$ cat config.mk
export PLATFORM = sky130hd
export DESIGN_NAME = delta_frame_run_encoder
export DESIGN_NICKNAME = d
export VERILOG_FILES = /design/src/dfr_pkg.sv /design/src/dfr_ram.sv /design/src/delta_frame_run_encoder.sv
export SDC_FILE = /design/constraint.sdc
export NUM_CORES = 1
export LEC_CHECK = 0
export BUFFER_PORTS_ARGS = -buffer_cell sky130_fd_sc_hd__buf_2
export CAP_MARGIN = 10
export CORE_MARGIN = 2
export CORE_UTILIZATION = 56
export DETAILED_ROUTE_END_ITERATION = 6
export HOLD_SLACK_MARGIN = 0.12
export PLACE_DENSITY = 0.76
export SKIP_LAST_GASP = 1
export SYNTH_ARGS = -nofsm -noshare
export SYNTH_HDL_FRONTEND = slang
export SYNTH_SLANG_ARGS = --single-unit
$ cat constraint.sdc
create_clock -name clk -period 2.4 [get_ports clk]
set_clock_uncertainty 0.2 [all_clocks]
set_input_delay 0.36 -clock clk [delete_from_list [all_inputs] [get_ports clk]]
set_output_delay 0.36 -clock clk [all_outputs]
set_load 0.03 [all_outputs]
$ cat src/dfr_pkg.sv
`default_nettype none
package dfr_pkg;

  localparam int MAX_RUN_DEF = 32;
  localparam int PIX_W       = 8;
  localparam int HDR_W       = 16;

  typedef enum logic [1:0] {
    MODE_NONE = 2'd0,
    MODE_SKIP = 2'd1,
    MODE_LIT  = 2'd2
  } mode_t;

endpackage
`default_nettype wire

$ cat src/dfr_ram.sv
`default_nettype none
module dfr_ram #(
  parameter int WIDTH  = 8,
  parameter int DEPTH  = 32,
  parameter int ADDR_W = (DEPTH > 1) ? $clog2(DEPTH) : 1
) (
  input  wire logic              clk,
  input  wire logic              we,
  input  wire logic [ADDR_W-1:0] waddr,
  input  wire logic [WIDTH-1:0]  wdata,
  input  wire logic [ADDR_W-1:0] raddr,
  output logic      [WIDTH-1:0]  rdata
);

  logic [WIDTH-1:0] mem [DEPTH];

  always_ff @(posedge clk) begin
    if (we) begin
      mem[waddr] <= wdata;
    end
    rdata <= mem[raddr];
  end

endmodule
`default_nettype wire

$ cat src/delta_frame_run_encoder.sv
`default_nettype none
// Delta-frame run encoder. Each input transaction carries one pixel pair
// (base byte, new byte) and tlast on the last pixel of a frame. Pixels whose
// bytes match form skip runs, sent as one header transaction with tuser high
// and tdata carrying minus the run length. Pixels whose bytes differ form
// literal runs, held in a MAX_RUN-entry byte RAM and sent as a header with
// plus the length followed by one data transaction (tuser low) per byte.
// A run closes when the pixel kind changes, when it reaches MAX_RUN pixels,
// or at frame end; out_tlast marks the final transaction of the frame.
// Each pixel is accepted in S_IDLE, then counted and, if literal, written to
// the RAM in S_APPEND. A closing run sends its header from S_HDR and its bytes
// from S_LIT at one per cycle unless the output stalls, each RAM read issued
// the cycle before its byte loads. in_tready is low while a pixel is processed.
module delta_frame_run_encoder
  import dfr_pkg::*;
#(
  parameter int MAX_RUN = MAX_RUN_DEF
) (
  input  wire logic        clk,
  input  wire logic        rst_n,
  input  wire logic        in_tvalid,
  output logic             in_tready,
  input  wire logic [15:0] in_tdata,   // [7:0] base_pixel, [15:8] new_pixel
  input  wire logic        in_tlast,   // frame_end
  output logic             out_tvalid,
  input  wire logic        out_tready,
  output logic [23:0]      out_tdata,  // [15:0] run_header, [23:16] data_byte
  output logic             out_tuser,  // is_header
  output logic             out_tlast   // last_of_frame
);

  localparam int AW = (MAX_RUN > 1) ? $clog2(MAX_RUN) : 1;
  localparam int LW = $clog2(MAX_RUN + 1);

  typedef enum logic [2:0] {
    S_IDLE,
    S_APPEND,
    S_HDR,
    S_LIT
  } state_t;

  state_t            state_r, state_nxt;
  mode_t             mode_r, mode_nxt;
  logic [LW-1:0]     len_r, len_nxt;
  logic [LW-1:0]     k_r, k_nxt;
  logic              phase2_r, phase2_nxt;
  logic [PIX_W-1:0]  pix_r, pix_nxt;
  mode_t             want_r, want_nxt;
  logic              end_r, end_nxt;

  logic              ovalid_r, ovalid_nxt;
  logic              ohdr_r, ohdr_nxt;
  logic [HDR_W-1:0]  ohead_r, ohead_nxt;
  logic [PIX_W-1:0]  obyte_r, obyte_nxt;
  logic              olast_r, olast_nxt;

  logic              ld;
  logic [LW-1:0]     len_inc;
  logic [LW-1:0]     k_inc;
  logic [HDR_W-1:0]  len_ext;
  logic              ram_we;
  logic [AW-1:0]     ram_raddr;
  logic [PIX_W-1:0]  ram_rdata;
  logic              in_acc;
  mode_t             in_want;

  assign in_tready  = (state_r == S_IDLE);
  assign in_acc     = in_tvalid && in_tready;
  assign in_want    = (in_tdata[7:0] == in_tdata[15:8]) ? MODE_SKIP : MODE_LIT;
  // Output register takes a new transaction when empty or being drained.
  assign ld         = !ovalid_r || out_tready;
  assign len_inc    = len_r + LW'(1);
  assign k_inc      = k_r + LW'(1);
  assign len_ext    = {{(HDR_W-LW){1'b0}}, len_r};
  assign ram_we     = (state_r == S_APPEND) && (want_r == MODE_LIT);

  // Keep the read address on the byte the output register wants next, so
  // ram_rdata in S_LIT always belongs to k_r.
  always_comb begin
    ram_raddr = '0;
    if (state_r == S_LIT) begin
      ram_raddr = ld ? k_inc[AW-1:0] : k_r[AW-1:0];
    end
  end

  dfr_ram #(
    .WIDTH  (PIX_W),
    .DEPTH  (MAX_RUN),
    .ADDR_W (AW)
  ) u_lit_ram (
    .clk   (clk),
    .we    (ram_we),
    .waddr (len_r[AW-1:0]),
    .wdata (pix_r),
    .raddr (ram_raddr),
    .rdata (ram_rdata)
  );

  always_comb begin
    state_nxt  = state_r;
    mode_nxt   = mode_r;
    len_nxt    = len_r;
    k_nxt      = k_r;
    phase2_nxt = phase2_r;
    pix_nxt    = pix_r;
    want_nxt   = want_r;
    end_nxt    = end_r;
    ovalid_nxt = ovalid_r && !out_tready;
    ohdr_nxt   = ohdr_r;
    ohead_nxt  = ohead_r;
    obyte_nxt  = obyte_r;
    olast_nxt  = olast_r;

    case (state_r)
      S_IDLE: begin
        if (in_acc) begin
          pix_nxt  = in_tdata[15:8];
          want_nxt = in_want;
          end_nxt  = in_tlast;
          // Close the open run first when the pixel kind changes.
          if (mode_r != MODE_NONE && mode_r != in_want) begin
            phase2_nxt = 1'b0;
            state_nxt  = S_HDR;
          end else begin
            state_nxt = S_APPEND;
          end
        end
      end

      S_APPEND: begin
        mode_nxt = want_r;
        len_nxt  = len_inc;
        if (len_inc >= LW'(MAX_RUN) || end_r) begin
          phase2_nxt = 1'b1;
          state_nxt  = S_HDR;
        end else begin
          state_nxt = S_IDLE;
        end
      end

      S_HDR: begin
        if (ld) begin
          ovalid_nxt = 1'b1;
          ohdr_nxt   = 1'b1;
          obyte_nxt  = '0;
          k_nxt      = '0;
          if (mode_r == MODE_SKIP) begin
            ohead_nxt = HDR_W'(0) - len_ext;
            olast_nxt = phase2_r && end_r;
            mode_nxt  = MODE_NONE;
            len_nxt   = '0;
            state_nxt = phase2_r ? S_IDLE : S_APPEND;
          end else begin
            ohead_nxt = len_ext;
            olast_nxt = 1'b0;
            state_nxt = S_LIT;
          end
        end
      end

      S_LIT: begin
        if (ld) begin
          ovalid_nxt = 1'b1;
          ohdr_nxt   = 1'b0;
          ohead_nxt  = '0;
          obyte_nxt  = ram_rdata;
          k_nxt      = k_inc;
          if (k_inc == len_r) begin
            olast_nxt = phase2_r && end_r;
            mode_nxt  = MODE_NONE;
            len_nxt   = '0;
            state_nxt = phase2_r ? S_IDLE : S_APPEND;
          end else begin
            olast_nxt = 1'b0;
          end
        end
      end

      default: begin
        state_nxt = S_IDLE;
      end
    endcase
  end

  always_ff @(posedge clk) begin
    if (!rst_n) begin
      state_r  <= S_IDLE;
      mode_r   <= MODE_NONE;
      len_r    <= '0;
      k_r      <= '0;
      phase2_r <= 1'b0;
      ovalid_r <= 1'b0;
    end else begin
      state_r  <= state_nxt;
      mode_r   <= mode_nxt;
      len_r    <= len_nxt;
      k_r      <= k_nxt;
      phase2_r <= phase2_nxt;
      ovalid_r <= ovalid_nxt;
    end
    pix_r   <= pix_nxt;
    want_r  <= want_nxt;
    end_r   <= end_nxt;
    ohdr_r  <= ohdr_nxt;
    ohead_r <= ohead_nxt;
    obyte_r <= obyte_nxt;
    olast_r <= olast_nxt;
  end

  assign out_tvalid = ovalid_r;
  assign out_tdata  = {obyte_r, ohead_r};
  assign out_tuser  = ohdr_r;
  assign out_tlast  = olast_r;

endmodule
`default_nettype wire

Word-level counts from Yosys, hierarchy flattened
Memory sizes are Yosys's and may differ from the RTL's. A register that Yosys moved wholly into a read port is not among the register bits.
Index checks and enable logic that the tools add are counted.
{"block": "classes", "addsub": 3, "n_reduce_logical": 20, "magnitude_cmp": 1, "mux": 48, "eq_ne": 15}
{"op": "$mux W16", "count": 3}
{"op": "$mux W6", "count": 6}
{"op": "$pmux W16 S2", "count": 1}
{"op": "$pmux W6 S3", "count": 1}
{"op": "$mux W2", "count": 8}
{"op": "$mux W8", "count": 2}
{"op": "$pmux W8 S2", "count": 1}
{"op": "$mux W1", "count": 14}
{"op": "$add A6 B1 Y6 const B", "count": 2}
{"op": "$mux W3", "count": 4}
{"op": "$pmux W3 S4", "count": 1}
{"op": "$pmux W6 S2", "count": 1}
{"op": "$mux W5", "count": 2}
{"op": "$eq A8 B8 Y1", "count": 1}
{"op": "$ne A2 B1 Y1 const B", "count": 4}
{"op": "$reduce_and A4 Y1", "count": 2}
{"op": "$sub A1 B6 Y7 const A", "count": 1}
{"op": "$eq A3 B2 Y1 const B", "count": 2}
{"op": "$eq A6 B6 Y1", "count": 1}
{"op": "$ge A6 B6 Y1 const B", "count": 1}
{"op": "$ne A2 B2 Y1 const B", "count": 3}
{"op": "$pmux W1 S2", "count": 3}
{"op": "$pmux W2 S3", "count": 1}
{"op": "$reduce_bool A2 Y1", "count": 3}
{"op": "13 further kinds", "count": 19}
{"block": "word_totals", "elab_cells": 101, "in_bits": 21, "mem_count": 1, "out_inout_bits": 28, "ramBits": 256, "regBits": 56}
{"memory": "u_lit_ram.mem", "depth": 32, "word_bits": 8, "read_ports": 1, "rd_clocked_by_memory_dff": 1, "write_ports": 1, "line_no": "dfr_ram.sv:15", "source": "logic [WIDTH-1:0] mem [DEPTH];"}

Depth between registers and ports, before layout
{"block": "depth", "word_depth": 7, "ltp_mapped": 10, "ltp_nobuf": 7}

Cells and area by module
Synthesis repeated with hierarchy kept, for this count alone.
{"block": "hier_totals", "cells_unflattened": 673, "hier_area_um2": 12517.0}
{"module": "dfr_ram", "cells_per_inst": 417, "seq_area_each_um2": 7847.5, "instances": 1, "area_each_um2": 10053.4}
{"module": "delta_frame_run_encoder", "cells_per_inst": 256, "seq_area_each_um2": 1201.2, "instances": 1, "area_each_um2": 2463.6}

Worst setup path after synthesis
No wires, ideal clock.
{"block": "synth_timing", "path_kind": "register -> register", "startpoint": "register k_r[0]", "endpoint": "register len_r[5]", "setup_time_ns": 0.120, "required_ns": 2.080, "setup_slack_ns": -0.168, "synth_period_minus_slack_ns": 2.568, "stages_incl_launch_ff": 9, "t_arrival_ns": 2.249, "n_path_buf": 1, "cell_sequence": "dfxtp_1 -> ha_1 -> xnor2_1 -> nand2_1 -> or4_1 -> or3_1 -> buf_6 -> and3_1 -> o31a_1"}
{"block": "synth_via", "elab_chain_cells": 4}
{"item": "start, declared", "line_no": "delta_frame_run_encoder.sv:45", "source": "logic [LW-1:0] k_r, k_nxt;"}
{"item": "start signal, assigned", "line_no": "delta_frame_run_encoder.sv:197", "source": "k_r <= k_nxt;"}
{"item": "$add A6 B1 Y6", "line_no": "delta_frame_run_encoder.sv:73", "source": "assign k_inc = k_r + LW'(1);"}
{"item": "$eq A6 B6 Y1", "line_no": "delta_frame_run_encoder.sv:168", "source": "if (k_inc == len_r) begin"}
{"item": "$ne A2 B1 Y1 (no line)"}
{"item": "$reduce_and A5 Y1 (no line)"}
{"item": "end signal, assigned", "line_no": "delta_frame_run_encoder.sv:196", "source": "len_r <= len_nxt;"}
{"item": "end, declared", "line_no": "delta_frame_run_encoder.sv:44", "source": "logic [LW-1:0] len_r, len_nxt;"}
No other way between the ends.
A chain may end at the register's enable or synchronous reset.

Worst setup path after layout
{"block": "layout_timing", "startpoint": "register ovalid_r (netlist: out_tvalid)", "endpoint": "register u_lit_ram.rdata[3], read port of u_lit_ram.mem"}
{"block": "layout_via", "elab_chain_cells": 4}
{"item": "start, declared", "line_no": "delta_frame_run_encoder.sv:51", "source": "logic ovalid_r, ovalid_nxt;"}
{"item": "start signal, assigned", "line_no": "delta_frame_run_encoder.sv:199", "source": "ovalid_r <= ovalid_nxt;"}
{"item": "$logic_not A1 Y1", "line_no": "delta_frame_run_encoder.sv:71", "source": "assign ld = !ovalid_r || out_tready;"}
{"item": "$logic_or A1 B1 Y1", "line_no": "delta_frame_run_encoder.sv:71"}
{"item": "$mux W5", "line_no": "delta_frame_run_encoder.sv:82", "source": "ram_raddr = ld ? k_inc[AW-1:0] : k_r[AW-1:0];"}
{"item": "$mux W5", "line_no": "delta_frame_run_encoder.sv:81", "source": "if (state_r == S_LIT) begin"}
{"item": "end, declared", "line_no": "dfr_ram.sv:12", "source": "output logic [WIDTH-1:0] rdata"}
No other way between the ends.

==> run metrics <==
outcome finished with violations; failing checks negative setup slack; Max FO, Critical Path 13; final WL 35,400 um; Crit Path Class register to register; Fmax 397 MHz; root buf cell clkbuf_16; post-route ant nets 0; maximum vdd ir drop 531 uV; Area Overhead vs Synth 24.1%; layout net count 1,182; pwr/cell area 745 nW/um2; crit start category register; most numerous cell in the Yosys netlist edfxtp_1; Final WS setup -117 ps; final core occ 0.702; Final Cycle Share 1.05; Slew @ Worst Pin 1220 ps; top post-synthesis cells by area edfxtp_1 (65%), o21ai_0 (5.2%), a32oi_1 (4.3%); Post-route DRC 0; Netlist Area Pre-Place 13,200 um2; library cells used by synthesis 47; Final Wtd Congestion 0.880; global-route wire length before repair 53,600 um; Syn Inst Count 1,015; EDFF count, synth 284; final hold slack 223 ps; final number of hold-violating endpoints 0; Reg clk slew, reported paths 70 ps; endpoint type of the worst setup path register; DR vias/cell 6.58; hpwl dp 21,100 um; leading area contributor after synthesis edfxtp_1; total number of vias 9,845; Leak 0.00545 uW; Tmin final 2520 ps; fraction of layout cells with a size suffix above 1 0.251; gr ovfl total 0; Max-Cap Viols 0; RSZ-0062 raised after global routing true; synthesized net count 1,041; Post-synth ARST share 0; Clock H-tree levels 1; Worst-Skew Late Latency 560 ps; I/O pins 49; PortBufs 48; DIE HEIGHT 157 um; syn_area_per_cell 13.0 um2; synthesis warning total 0; TritonRoute pass-1 iters 6; n_diodes 0; DR iter-0 viols 1,308; largest net degree at the start of global routing 70; Rows 56; Synth Register Bits 310; Filler Cell Count 1,551; register area share after synthesis 0.688; gr usage total 0.285; per-cell routed wire length 23.7 um; Clock Sinks 310; Placement Setup Slack -269 ps; die area 24,700 um2; predominant post-synthesis flop cell edfxtp_1; CTS Buf Count 31; area of the multi-input gates 3870 um2; Post-synth top cells edfxtp_1 (284), o21ai_0 (137), nand3_1 (81), clkbuf_1 (74); worst relative slew slack 0.184; final max-slew violation count 0; vias in the first global route 9,432; register area 9050 um2; worst path arrival time 2740 ps; Setup-failing EPs final 9; Initial Util 0.565; Synth top area share 0.648; CTS Buffer Depth 3; required time of the critical path 2620 ps; TritonCTS clock tree done; Die X 157 um; core area 23,300 um2; antenna violations before repair 0; worst min path class input pin to register
-- final cells by class --
class,instances,share of cell area
Sequential cell,310,0.555
Multi-Input combinational cell,591,0.237
Timing Repair Buffer,211,0.119
Clock buffer,34,0.0482
Tap cell,319,0.0244
Clock inverter,20,0.0136
Inverter,11,0.00268
-- per-layer routing --
layer,global-route usage,vias to the layer above,share of wire
met3,0.0545,111,0.11
met5,0,-,0
met2,0.459,640,0.48
met4,0.0948,0,0.036
li1,-,4297,-
met1,0.394,4797,0.38
-- worst max-delay path: stages (launching register included) --
cell and delay (ps):
dfxtp_1 330, nand2b_1 100, buf_12 160, mux2_4 410
buf_4 180, a211oi_1 310, a32oi_1 130, buf_4 160
o22ai_1 300, nor4_1 90
-- placed cells by master, fill, tap and decap left out, types with 6 or more instances in the layout --
master / netlist / routed
a211oi_1: 64 / 64
a21oi_1: 16 / 15
a32oi_1: 64 / 58
a32oi_2: 0 / 6
and3_1: 11 / 11
buf_12: 0 / 23
buf_2: 12 / 48
buf_4: 9 / 112
buf_6: 2 / 8
clkbuf_16: 0 / 32
clkinv_1: 1 / 8
clkinv_2: 0 / 6
dfxtp_1: 26 / 24
dlygate4sd3_1: 0 / 12
edfxtp_1: 284 / 284
inv_1: 9 / 9
nand2_1: 24 / 21
nand3_1: 81 / 80
nor2_1: 52 / 51
nor3_1: 9 / 9
nor4_2: 0 / 7
o21ai_0: 137 / 129
o21ai_1: 5 / 9
o22ai_1: 32 / 20
o22ai_2: 0 / 12
xnor2_1: 9 / 8
xor2_1: 14 / 13
-- state kept, by name (all words and copies together) (netlist names), 2 cells and up --
register         count
u_lit_ram.rdata      8
state_r              2
u_lit_ram.mem      256
ohead_r              7
mode_r               2
want_r               2
pix_r                8
len_r                6
k_r                  6
obyte_r              8
-- logic make-up after synthesis --
family                     share of synthesized area
AOI/OAI and AO/OA                              0.167
DFF                                            0.688
and+or+nand+nor                               0.0843
buffers and inverters                         0.0375
xor gates and xnor gates                      0.0153
adders and majority gates                    0.00476
muxes                                        0.00314
-- worst paths after layout --
check,startpoint,end,slack (ps),cells past startpoint
setup reg to reg,out_tvalid,u_lit_ram.rdata[3],-120,9
hold / removal,in_tdata[3],want_r[1],220,4
hold reg to reg,mode_r[1],mode_r[1],290,2
setup / recovery,out_tvalid,u_lit_ram.rdata[3],-120,9
-- what timing repair did --
item                       in CTS  in global routing
hold endpoints to repair       14                  0
setup endpoints to repair      10                 33
pin swaps                      36                 35
setup buffers                   8                 13
hold buffers                   12                  0
gates resized for setup        33                 32
gates cloned                    4                  1
-- where the power goes --
group / switching [uW] / leakage (uW) / internal, uW
clock: 1960 / 0.000495 / 2870
combinational: 746 / 0.00218 / 433
sequential: 104 / 0.00278 / 6040
-- stage by stage --
stage	std cells	setup TNS [ps]	power [uW]	instance area, um2
floorplan	1015	-53.2	6800	13200
global placement	1402	-1110	7240	14600
detailed placement	1402	-1710	7260	14600
CTS	1480	-209	12100	16000
global route	1496	-1470	12500	16300
finish	1496	-670	12200	16300
(Power assumes the default switching activity.)
